## src/sv/sdcp_pkg.sv

```systemverilog
// shared types, codes and constants of the sasi target phase controller
package sdcp_pkg;

  localparam int CMD_BUFFER_BYTES_DEF = 10;
  localparam int APB_ADDR_W = 5;
  localparam int APB_DATA_W = 32;

  localparam logic [1:0] ACT_WRITE = 2'd0;
  localparam logic [1:0] ACT_READ  = 2'd1;
  localparam logic [1:0] ACT_TICK  = 2'd2;

  localparam logic [1:0] OFS_DATA   = 2'd0;
  localparam logic [1:0] OFS_SELECT = 2'd1;
  localparam logic [1:0] OFS_UNUSED = 2'd2;
  localparam logic [1:0] OFS_SELREQ = 2'd3;

  localparam logic [2:0] REG_REQ_DELAY     = 3'd0;
  localparam logic [2:0] REG_SEL_REQ_DELAY = 3'd1;
  localparam logic [2:0] REG_REZERO_OP     = 3'd2;
  localparam logic [2:0] REG_SENSE_OP      = 3'd3;
  localparam logic [2:0] REG_SPECIFY_OP    = 3'd4;
  localparam logic [2:0] REG_SPECIFY_LEN   = 3'd5;
  localparam logic [2:0] REG_BLOCK_LEN     = 3'd6;

  localparam logic [4:0] SB_MSG = 5'h10;
  localparam logic [4:0] SB_CD  = 5'h08;
  localparam logic [4:0] SB_IO  = 5'h04;
  localparam logic [4:0] SB_BSY = 5'h02;
  localparam logic [4:0] SB_REQ = 5'h01;

  localparam logic [7:0]  CHECK_STATUS    = 8'h02;
  localparam logic [7:0]  UNUSED_READ     = 8'hff;
  localparam logic [3:0]  CMD_LEN_CLASS0  = 4'd6;
  localparam logic [3:0]  CMD_LEN_CLASS1  = 4'd10;
  localparam logic [3:0]  CMD_LEN_CLASS2  = 4'd8;
  localparam logic [11:0] SENSE_LEN_DEF   = 12'd4;
  localparam logic [11:0] SENSE_BYTES_NUM = 12'd4;

  localparam logic [7:0] SENSE_BYTES [4] = '{8'h01, 8'h00, 8'h00, 8'h00};

  typedef struct packed {
    logic [15:0] req_delay_ticks;
    logic [15:0] select_req_delay_ticks;
    logic [7:0]  rezero_opcode;
    logic [7:0]  sense_opcode;
    logic [7:0]  specify_opcode;
    logic [11:0] specify_length;
    logic [11:0] block_length;
  } cfg_t;

  localparam cfg_t CFG_RESET = '{
    req_delay_ticks:        16'd45,
    select_req_delay_ticks: 16'd5,
    rezero_opcode:          8'h01,
    sense_opcode:           8'h03,
    specify_opcode:         8'hc2,
    specify_length:         12'd10,
    block_length:           12'h800
  };

endpackage

```

## src/sv/sdcp_item_if.sv

```systemverilog
// input channel: register access or tick
interface sdcp_item_if;
  logic       valid;
  logic       ready;
  logic [1:0] action;
  logic [1:0] reg_offset;
  logic [7:0] write_byte;

  modport source (output valid, action, reg_offset, write_byte, input ready);
  modport sink (input valid, action, reg_offset, write_byte, output ready);
endinterface

```

## src/sv/sdcp_result_if.sv

```systemverilog
// output channel: one read byte per access
interface sdcp_result_if;
  logic       valid;
  logic       ready;
  logic [7:0] read_byte;

  modport source (output valid, read_byte, input ready);
  modport sink (input valid, read_byte, output ready);
endinterface

```

## src/sv/sasi_disk_controller_phases.sv

```systemverilog
// top level of the sasi target phase controller
//
//  channel  dir  signals                                   transfer when
//  in_ch    in   action, reg_offset, write_byte            valid && ready
//  out_ch   out  read_byte                                 valid && ready
//  apb      in   psel penable pwrite paddr pwdata prdata   psel && penable && pwrite
//
//  one transfer per cycle when out_ch is not stalled; results pass both registers to out_ch
//  the phase update is combinational, between the input register and the output register
//  rst clears phase, status, counters, countdown and both register valids
//  a stalled out_ch holds its byte; in_ch keeps taking transfers while the input register
//  can move on, so it stalls only when both registers are full
module sasi_disk_controller_phases
  import sdcp_pkg::*;
#(
  parameter int CMD_BUFFER_BYTES = CMD_BUFFER_BYTES_DEF
) (
  input  logic                  clk,
  input  logic                  rst,
  sdcp_item_if.sink             in_ch,
  sdcp_result_if.source         out_ch,
  input  logic                  psel,
  input  logic                  penable,
  input  logic                  pwrite,
  input  logic [APB_ADDR_W-1:0] paddr,
  input  logic [APB_DATA_W-1:0] pwdata,
  output logic [APB_DATA_W-1:0] prdata,
  output logic                  pready
);

  cfg_t       cfg;
  logic       s1_valid;
  logic [1:0] s1_action;
  logic [1:0] s1_offset;
  logic [7:0] s1_byte;
  logic       out_valid;
  logic [7:0] out_byte;
  logic       exec;
  logic       take;
  logic [7:0] result;

  assign exec         = s1_valid && (!out_valid || out_ch.ready);
  assign in_ch.ready  = !s1_valid || exec;
  assign take         = in_ch.valid && in_ch.ready;
  assign out_ch.valid = out_valid;
  assign out_ch.read_byte = out_byte;

  sdcp_apb_regs u_regs (
    .clk     (clk),
    .rst     (rst),
    .psel    (psel),
    .penable (penable),
    .pwrite  (pwrite),
    .paddr   (paddr),
    .pwdata  (pwdata),
    .prdata  (prdata),
    .pready  (pready),
    .cfg     (cfg)
  );

  sdcp_core #(
    .CMD_BUFFER_BYTES (CMD_BUFFER_BYTES)
  ) u_core (
    .clk        (clk),
    .rst        (rst),
    .cfg        (cfg),
    .exec       (exec),
    .action     (s1_action),
    .reg_offset (s1_offset),
    .write_byte (s1_byte),
    .read_byte  (result)
  );

  always_ff @(posedge clk) begin
    if (rst) begin
      s1_valid  <= 1'b0;
      out_valid <= 1'b0;
    end else begin
      if (take) begin
        s1_valid <= 1'b1;
      end else if (exec) begin
        s1_valid <= 1'b0;
      end
      if (exec) begin
        out_valid <= 1'b1;
      end else if (out_ch.ready) begin
        out_valid <= 1'b0;
      end
    end
  end

  always_ff @(posedge clk) begin
    if (take) begin
      s1_action <= in_ch.action;
      s1_offset <= in_ch.reg_offset;
      s1_byte   <= in_ch.write_byte;
    end
    if (exec) begin
      out_byte <= result;
    end
  end

endmodule

```

## src/sv/sdcp_apb_regs.sv

```systemverilog
// apb configuration registers
module sdcp_apb_regs
  import sdcp_pkg::*;
(
  input  logic                  clk,
  input  logic                  rst,
  input  logic                  psel,
  input  logic                  penable,
  input  logic                  pwrite,
  input  logic [APB_ADDR_W-1:0] paddr,
  input  logic [APB_DATA_W-1:0] pwdata,
  output logic [APB_DATA_W-1:0] prdata,
  output logic                  pready,
  output cfg_t                  cfg
);

  logic [2:0] idx;
  logic       wr;

  assign idx    = paddr[4:2];
  assign wr     = psel && penable && pwrite;
  assign pready = 1'b1;

  always_ff @(posedge clk) begin
    if (rst) begin
      cfg <= CFG_RESET;
    end else if (wr) begin
      case (idx)
        REG_REQ_DELAY:     cfg.req_delay_ticks        <= pwdata[15:0];
        REG_SEL_REQ_DELAY: cfg.select_req_delay_ticks <= pwdata[15:0];
        REG_REZERO_OP:     cfg.rezero_opcode          <= pwdata[7:0];
        REG_SENSE_OP:      cfg.sense_opcode           <= pwdata[7:0];
        REG_SPECIFY_OP:    cfg.specify_opcode         <= pwdata[7:0];
        REG_SPECIFY_LEN:   cfg.specify_length         <= pwdata[11:0];
        REG_BLOCK_LEN:     cfg.block_length           <= pwdata[11:0];
        default: ;
      endcase
    end
  end

  always_comb begin
    case (idx)
      REG_REQ_DELAY:     prdata = {16'd0, cfg.req_delay_ticks};
      REG_SEL_REQ_DELAY: prdata = {16'd0, cfg.select_req_delay_ticks};
      REG_REZERO_OP:     prdata = {24'd0, cfg.rezero_opcode};
      REG_SENSE_OP:      prdata = {24'd0, cfg.sense_opcode};
      REG_SPECIFY_OP:    prdata = {24'd0, cfg.specify_opcode};
      REG_SPECIFY_LEN:   prdata = {20'd0, cfg.specify_length};
      REG_BLOCK_LEN:     prdata = {20'd0, cfg.block_length};
      default:           prdata = '0;
    endcase
  end

endmodule

```

## src/sv/sdcp_core.sv

```systemverilog
// bus phase state, command buffer, req countdown and per-access update
module sdcp_core
  import sdcp_pkg::*;
#(
  parameter int CMD_BUFFER_BYTES = CMD_BUFFER_BYTES_DEF
) (
  input  logic       clk,
  input  logic       rst,
  input  cfg_t       cfg,
  input  logic       exec,
  input  logic [1:0] action,
  input  logic [1:0] reg_offset,
  input  logic [7:0] write_byte,
  output logic [7:0] read_byte
);

  localparam int IDX_W = $clog2(CMD_BUFFER_BYTES);

  typedef enum logic [2:0] {
    PH_FREE, PH_SELECT, PH_COMMAND, PH_DATA_IN, PH_DATA_OUT, PH_STATUS, PH_MESSAGE
  } phase_t;

  phase_t      phase, phase_next;
  logic [4:0]  sbits, sbits_next;
  logic [7:0]  code, code_next;
  logic [3:0]  ccount, ccount_next;
  logic [3:0]  ctotal, ctotal_next;
  logic [11:0] xcount, xcount_next;
  logic [11:0] xtotal, xtotal_next;
  logic [15:0] cdown, cdown_next;
  logic        armed, armed_next;
  logic        store_we;
  logic [7:0]  cmd_store [CMD_BUFFER_BYTES];
  logic [7:0]  op;
  logic        is_sense;
  logic [11:0] tot;
  logic [3:0]  ctot;
  logic [15:0] dec;

  assign op       = cmd_store[0];
  assign is_sense = (op == cfg.sense_opcode);

  always_comb begin
    phase_next  = phase;
    sbits_next  = sbits;
    code_next   = code;
    ccount_next = ccount;
    ctotal_next = ctotal;
    xcount_next = xcount;
    xtotal_next = xtotal;
    cdown_next  = cdown;
    armed_next  = armed;
    store_we    = 1'b0;
    read_byte   = '0;
    tot         = xtotal;
    ctot        = ctotal;
    dec         = cdown;
    case (action)
      ACT_WRITE: begin
        case (reg_offset)
          OFS_DATA: begin
            if (phase == PH_DATA_OUT) begin
              if (xcount == '0) begin
                tot = (op == cfg.specify_opcode) ? cfg.specify_length : cfg.block_length;
              end
              xtotal_next = tot;
              sbits_next  = sbits & ~SB_REQ;
              cdown_next  = cfg.req_delay_ticks;
              armed_next  = 1'b1;
              xcount_next = xcount + 12'd1;
              if (xcount_next >= tot) begin
                phase_next = PH_STATUS;
                sbits_next = sbits_next | SB_IO | SB_CD;
              end
            end else if (phase == PH_COMMAND) begin
              if (ccount == '0) begin
                case (write_byte[7:5])
                  3'd1:    ctot = CMD_LEN_CLASS1;
                  3'd2:    ctot = CMD_LEN_CLASS2;
                  default: ctot = CMD_LEN_CLASS0;
                endcase
              end
              ctotal_next = ctot;
              store_we    = ({1'b0, ccount} < 5'(CMD_BUFFER_BYTES));
              sbits_next  = sbits & ~SB_REQ;
              cdown_next  = cfg.req_delay_ticks;
              armed_next  = 1'b1;
              ccount_next = ccount + 4'd1;
              if (ccount_next >= ctot) begin
                if (op == cfg.rezero_opcode) begin
                  phase_next = PH_STATUS;
                  sbits_next = sbits_next | SB_IO;
                end else if (is_sense) begin
                  phase_next  = PH_DATA_IN;
                  sbits_next  = (sbits_next | SB_IO) & ~SB_CD;
                  xcount_next = '0;
                  xtotal_next = '0;
                end else if (op == cfg.specify_opcode) begin
                  phase_next  = PH_DATA_OUT;
                  sbits_next  = sbits_next & ~(SB_IO | SB_CD);
                  xcount_next = '0;
                  xtotal_next = '0;
                end else begin
                  phase_next = PH_STATUS;
                  sbits_next = sbits_next | SB_IO;
                  code_next  = CHECK_STATUS;
                end
              end
            end
          end
          OFS_SELECT: begin
            if (write_byte == '0 && phase == PH_SELECT) begin
              phase_next  = PH_COMMAND;
              sbits_next  = sbits | SB_CD;
              ccount_next = '0;
              ctotal_next = '0;
              cdown_next  = cfg.select_req_delay_ticks;
              armed_next  = 1'b1;
            end
          end
          OFS_SELREQ: begin
            if (write_byte != '0 && phase == PH_FREE) begin
              phase_next = PH_SELECT;
              sbits_next = sbits | SB_BSY;
            end
          end
          default: ;
        endcase
      end
      ACT_READ: begin
        case (reg_offset)
          OFS_DATA: begin
            if (phase == PH_MESSAGE) begin
              phase_next = PH_FREE;
              sbits_next = '0;
              code_next  = '0;
            end else if (phase == PH_STATUS) begin
              phase_next = PH_MESSAGE;
              sbits_next = (sbits | SB_MSG) & ~SB_REQ;
              cdown_next = cfg.req_delay_ticks;
              armed_next = 1'b1;
              read_byte  = code;
            end else if (phase == PH_DATA_IN) begin
              if (xcount == '0) begin
                if (is_sense) begin
                  tot = (cmd_store[3] == '0) ? SENSE_LEN_DEF : {4'd0, cmd_store[3]};
                end else begin
                  tot = '0;
                end
              end
              xtotal_next = tot;
              if (is_sense && xcount < SENSE_BYTES_NUM) begin
                read_byte = SENSE_BYTES[xcount[1:0]];
              end
              sbits_next  = sbits & ~SB_REQ;
              cdown_next  = cfg.req_delay_ticks;
              armed_next  = 1'b1;
              xcount_next = xcount + 12'd1;
              if (xcount_next >= tot) begin
                phase_next = PH_STATUS;
                sbits_next = sbits_next | SB_IO | SB_CD;
              end
            end
          end
          OFS_SELECT: read_byte = {3'd0, sbits};
          default:    read_byte = UNUSED_READ;
        endcase
      end
      ACT_TICK: begin
        if (armed) begin
          dec        = (cdown != '0) ? cdown - 16'd1 : cdown;
          cdown_next = dec;
          if (dec == '0) begin
            sbits_next = sbits | SB_REQ;
            armed_next = 1'b0;
          end
        end
      end
      default: ;
    endcase
  end

  always_ff @(posedge clk) begin
    if (rst) begin
      phase  <= PH_FREE;
      sbits  <= '0;
      code   <= '0;
      ccount <= '0;
      ctotal <= '0;
      xcount <= '0;
      xtotal <= '0;
      cdown  <= '0;
      armed  <= 1'b0;
    end else if (exec) begin
      phase  <= phase_next;
      sbits  <= sbits_next;
      code   <= code_next;
      ccount <= ccount_next;
      ctotal <= ctotal_next;
      xcount <= xcount_next;
      xtotal <= xtotal_next;
      cdown  <= cdown_next;
      armed  <= armed_next;
    end
  end

  always_ff @(posedge clk) begin
    if (exec && store_we) begin
      cmd_store[ccount[IDX_W-1:0]] <= write_byte;
    end
  end

endmodule

```

## src/flat_wrapper.sv

```systemverilog
// flat-port wrapper written by rule: the top's interface ports become plain ports
module sasi_disk_controller_phases_flat import sdcp_pkg::*;
#(
  parameter int CMD_BUFFER_BYTES = CMD_BUFFER_BYTES_DEF
)
  (clk, rst, psel, penable, pwrite, paddr, pwdata, prdata, pready, in_ch_valid, in_ch_action, in_ch_reg_offset, in_ch_write_byte, in_ch_ready, out_ch_valid, out_ch_read_byte, out_ch_ready);
  sdcp_item_if in_ch_i ();
  sdcp_result_if out_ch_i ();
  input  logic clk;
  input  logic rst;
  input  logic psel;
  input  logic penable;
  input  logic pwrite;
  input  logic [APB_ADDR_W-1:0] paddr;
  input  logic [APB_DATA_W-1:0] pwdata;
  output logic [APB_DATA_W-1:0] prdata;
  output logic pready;
  input wire logic [$bits(in_ch_i.valid)-1:0] in_ch_valid;
  input wire logic [$bits(in_ch_i.action)-1:0] in_ch_action;
  input wire logic [$bits(in_ch_i.reg_offset)-1:0] in_ch_reg_offset;
  input wire logic [$bits(in_ch_i.write_byte)-1:0] in_ch_write_byte;
  output wire logic [$bits(in_ch_i.ready)-1:0] in_ch_ready;
  output wire logic [$bits(out_ch_i.valid)-1:0] out_ch_valid;
  output wire logic [$bits(out_ch_i.read_byte)-1:0] out_ch_read_byte;
  input wire logic [$bits(out_ch_i.ready)-1:0] out_ch_ready;
  assign in_ch_i.valid = in_ch_valid;
  assign in_ch_i.action = in_ch_action;
  assign in_ch_i.reg_offset = in_ch_reg_offset;
  assign in_ch_i.write_byte = in_ch_write_byte;
  assign in_ch_ready = in_ch_i.ready;
  assign out_ch_valid = out_ch_i.valid;
  assign out_ch_read_byte = out_ch_i.read_byte;
  assign out_ch_i.ready = out_ch_ready;
  sasi_disk_controller_phases #(.CMD_BUFFER_BYTES(CMD_BUFFER_BYTES)) u_core (.clk(clk), .rst(rst), .in_ch(in_ch_i), .out_ch(out_ch_i), .psel(psel), .penable(penable), .pwrite(pwrite), .paddr(paddr), .pwdata(pwdata), .prdata(prdata), .pready(pready));
endmodule
```

## config.mk

```make
export PLATFORM = sky130hd
export DESIGN_NAME = sasi_disk_controller_phases_flat
export DESIGN_NICKNAME = d
export VERILOG_FILES = /design/src/sv/sdcp_pkg.sv /design/src/sv/sdcp_item_if.sv /design/src/sv/sdcp_result_if.sv /design/src/sv/sasi_disk_controller_phases.sv /design/src/sv/sdcp_apb_regs.sv /design/src/sv/sdcp_core.sv /design/src/flat_wrapper.sv
export SDC_FILE = /design/constraint.sdc
export NUM_CORES = 1
export LEC_CHECK = 0
export ABC_AREA = 1
export BUFFER_PORTS_ARGS = -buffer_cell sky130_fd_sc_hd__buf_2
export CELL_PAD_IN_SITES_DETAIL_PLACEMENT = 2
export CELL_PAD_IN_SITES_GLOBAL_PLACEMENT = 2
export CORE_ASPECT_RATIO = 0.5
export CORE_UTILIZATION = 34
export DETAILED_ROUTE_END_ITERATION = 7
export GPL_TIMING_DRIVEN = 0
export PLACE_DENSITY = 0.77
export SYNTH_ARGS = -nofsm -noshare
export SYNTH_HDL_FRONTEND = slang
export SYNTH_SLANG_ARGS = --single-unit
```

## constraint.sdc

```tcl
create_clock -name clk -period 3.6 [get_ports clk]
set_input_delay 0.18 -clock clk [delete_from_list [all_inputs] [get_ports clk]]
set_output_delay 0.18 -clock clk [all_outputs]
set_load 0.02 [all_outputs]
```

==> impl_metrics.tcl <==
set metrics [dict create \
    finClkSkew_ps 13.72 \
    numCtsBuffers 17 \
    critPathLaunchType "flip-flop" \
    detail_route.wl_per_cell_um 22.83 \
    critPathSlowestCell "edfxtp_1" \
    yosys-top-cells-count "280 x nand2_1, 211 x nor2_1, 172 x inv_1" \
    fin_crit_sh 0.9296 \
    worst_hold_slack_ps 21.27 \
    final_util 0.4184 \
    dp.final_hpwl_um 34740 \
    slew_viol_final 0 \
    finalSetupViolations 0 \
    ff_latch_area_um2 3825 \
    crit_family "simple AND/OR/NAND/NOR gates" \
    yosys_most_used_dff "dfxtp_1" \
    htree_num_levels 4 \
    path_class "flip-flop to flip-flop" \
    worst_path_largest_cell_delay_ps 460 \
    cp.required_ps 3950 \
    first_iter_violations 708 \
    grt_pass1_vias 11630 \
    cp_common_cell "nand2_1" \
    synthArstFlopShare 0 \
    power_per_cell_area_nw_per_um2 385.1 \
    root_buffer "clkbuf_16" \
    rows 44 \
    hold_violations 0 \
    nFillCells 3495 \
    routabilityCongestion 0.9254 \
    leakagePower_nw 5.361 \
    cts_buffer_depth 2 \
    slew-limit-headroom 0.3930 \
    min_period_ps 3346 \
    ir_drop_uv 354.2 \
    yosysSeqAreaShare 0.3745 \
    die_w_um 247.1 \
    synth_seq_cells 174 \
    power_frac_comb 0.157 \
    avgSynthCellArea_um2 6.923 \
    area_growth_pct 19.78 \
    pwr-share-seq 0.438 \
    outcome "finished, violations left" \
    synth_edf_count 34 \
    tightest_slew_ps 903.6 \
    ios 99 \
    grt_max_degree 18 \
    endpoint_kind "flip-flop" \
    p_sw_mw 1.519 \
    yosysMostFrequentCell "nand2_1" \
    drt_pass1_iterations 8 \
    drc_errors 8 \
    numClockSinks 174 \
    synth_area_leaders "dfxtp_1 27%, nand2_1 10%, edfxtp_1 10%, nor2_1 7.8%, o21ai_0 7.4%" \
    io_buffers 62 \
    num_vias 11090 \
    final_antenna_net_count 0 \
    path_buf_inv 3 \
    synth.top_cell.area_share 0.2745 \
    grt_overflow 0 \
    post_dp_cell_area_um2 11070 \
    grt.total_usage 0.2988 \
    worstSkewPairLatency_ps 460 \
    yosys_warnings 0 \
    multiInputGateArea_um2 5549 \
    dieHeight_um 124.5 \
    clock.fmax_mhz 298.8 \
    viasPerCell 5.480 \
    cap_violations 0 \
    yosysTopAreaCell "dfxtp_1" \
    synthDistinctLibCells 51 \
    antenna_found_initial 1 \
    cts_tree "yes" \
    start_util 0.3493 \
    grt_first_pass_wirelength_um 69080 \
    syn_inst 1475 \
    pwr-share-clk 0.405 \
    violations "DRC" \
    tns_ps 0 \
    clk_pin_slew_worst_paths_ps 70 \
    p_int_mw 3.191 \
    nets 1711 \
    cp.arrival_ps 3700 \
    path_max_fanout 6 \
    switching_share 0.3226 \
    drive_above_1_share 0.1312 \
    path_cells "inv_2 > nand2_1 > nand4_1 > nor2_2 > nand2_4 > buf_8 > o211ai_1 > nand2_1 > inv_1 > ha_4 > a21oi_2 > o21ai_1 > a21oi_1 > nand4_1 > nand2_2 > nand2_1 > nand3b_1 > nand2_1 > nand2_1 > nor2_1" \
    final_cell_area_um2 12230 \
    dieArea_um2 30770 \
    synthesis.area_um2 10210 \
    worstHoldPathType "input pin to flip-flop" \
    power_mw 4.710 \
    design.core.area_um2 29230 \
    drt-total-wl_um 46180 \
]
timing repair:
item / 4_1_cts / 5_1_grt
resized for setup: 19 / 41
hold buffers: 15 / 0
pin swaps: 6 / 19
buffers inserted: 15 / 16
endpoints found under the hold margin: 15 / 0
setup endpoints to repair: 5 / 8
gates cloned: 0 / 1
path summary, 6_finish.rpt:
path,endpoint,from,slack (ps),cells after the start
worst max-delay path,u_core.u_core.phase[2],u_core.u_core.cmd_store[0][1],250,20
worst min-delay path,u_core.s1_valid,in_ch_valid,20,3
worst max register to register,u_core.u_core.phase[2],u_core.u_core.cmd_store[0][1],250,20
worst min register to register,u_core.u_core.sbits[1],u_core.u_core.sbits[1],460,2
logic make-up after synthesis:
logic type,Yosys count,synth area share
compound gates,366,0.2001
xor+xnor,25,0.02144
fa+ha+maj,37,0.04534
buf+inv,254,0.1035
flops,174,0.3745
other cells,2,0.0007355
simple gates,617,0.2544
state kept, by name (all words and copies together), names as in the netlist, 4 cells and up:
signal / count
u_core.out_ch.read_byte: 6
u_core.u_core.cmd_store: 16
u_core.u_core.ccount: 4
u_core.u_core.ctotal: 4
u_core.u_regs.cfg: 80
u_core.u_core.cdown: 16
u_core.s1_byte: 8
u_core.u_core.sbits: 5
u_core.u_core.xcount: 12
u_core.u_core.xtotal: 12
per-stage QoR:
step | instances | setup slack (ps)
final | 2023 | 253.5
after global routing | 2022 | -34.17
after CTS | 2005 | 8.539
after detailed placement | 1943 | -430.9
after global placement | 1943 | -250.6
after floorplan | 1490 | 760.6
layout by cell type, fill, tap and decap left out, drive strengths merged, types with 2 or more instances in the layout:
| cell | synthesis | layout |
|---|---|---|
| a211oi | 7 | 7 |
| a21boi | 6 | 6 |
| a21oi | 137 | 137 |
| a221o | 4 | 4 |
| a221oi | 6 | 6 |
| a32o | 3 | 3 |
| buf | 35 | 129 |
| clkbuf | 37 | 56 |
| clkinv | 1 | 2 |
| clkinvlp | 0 | 2 |
| conb | 2 | 17 |
| dfxtp | 140 | 140 |
| dlygate4sd3 | 0 | 15 |
| edfxtp | 34 | 34 |
| ha | 37 | 37 |
| inv | 181 | 191 |
| nand2 | 283 | 283 |
| nand3 | 62 | 62 |
| nand3b | 8 | 8 |
| nand4 | 20 | 20 |
| nor2 | 215 | 215 |
| nor3 | 20 | 20 |
| nor4 | 4 | 4 |
| o2111ai | 6 | 6 |
| o211ai | 11 | 11 |
| o21ai | 156 | 156 |
| o21bai | 3 | 3 |
| o221ai | 2 | 2 |
| o22ai | 21 | 21 |
| or2 | 5 | 5 |
| xnor2 | 6 | 6 |
| xor2 | 19 | 19 |
area by class of cell:
cell class	count	share of cell area
Inverter	182	0.05606
Clock buffer	19	0.03703
Sequential cell	174	0.3127
Tap cell	391	0.04000
Timing Repair Buffer	109	0.05872
Clock inverter	13	0.009514
Multi-Input combinational cell	1062	0.4537
Buffer	72	0.03202
Antenna cell	1	0.0002046
power by group through the flow:
stage	Combinational (mW)	Clock (mW)	Sequential, mW
global placement	0.677	0	2.10
finish	0.739	1.91	2.06
detailed placement	0.703	0	2.11
floorplan	0.443	0	2.10
CTS	0.726	1.92	2.06
global route	0.810	2.01	2.07
worst register-to-register path, stage by stage, from the launching register on:
cell      delay (ps)
edfxtp_1         460
inv_2             80
nand2_1           70
nand4_1          140
nor2_2           180
nand2_4          120
buf_8            160
o211ai_1         420
nand2_1          170
inv_1            130
ha_4             210
a21oi_2          120
o21ai_1           70
a21oi_1          120
nand4_1          180
nand2_2          120
nand2_1           50
nand3b_1         230
nand2_1          100
nand2_1           70
nor2_1            50
per-layer routing:
metal,wire [um],vias up,GRT usage
li1,-,5149,-
met1,22470,5644,0.4240
met2,20440,244,0.4599
met3,2617,49,0.06572
met4,652,0,0.06500
met5,0,-,0
(Power assumes the default switching activity.)
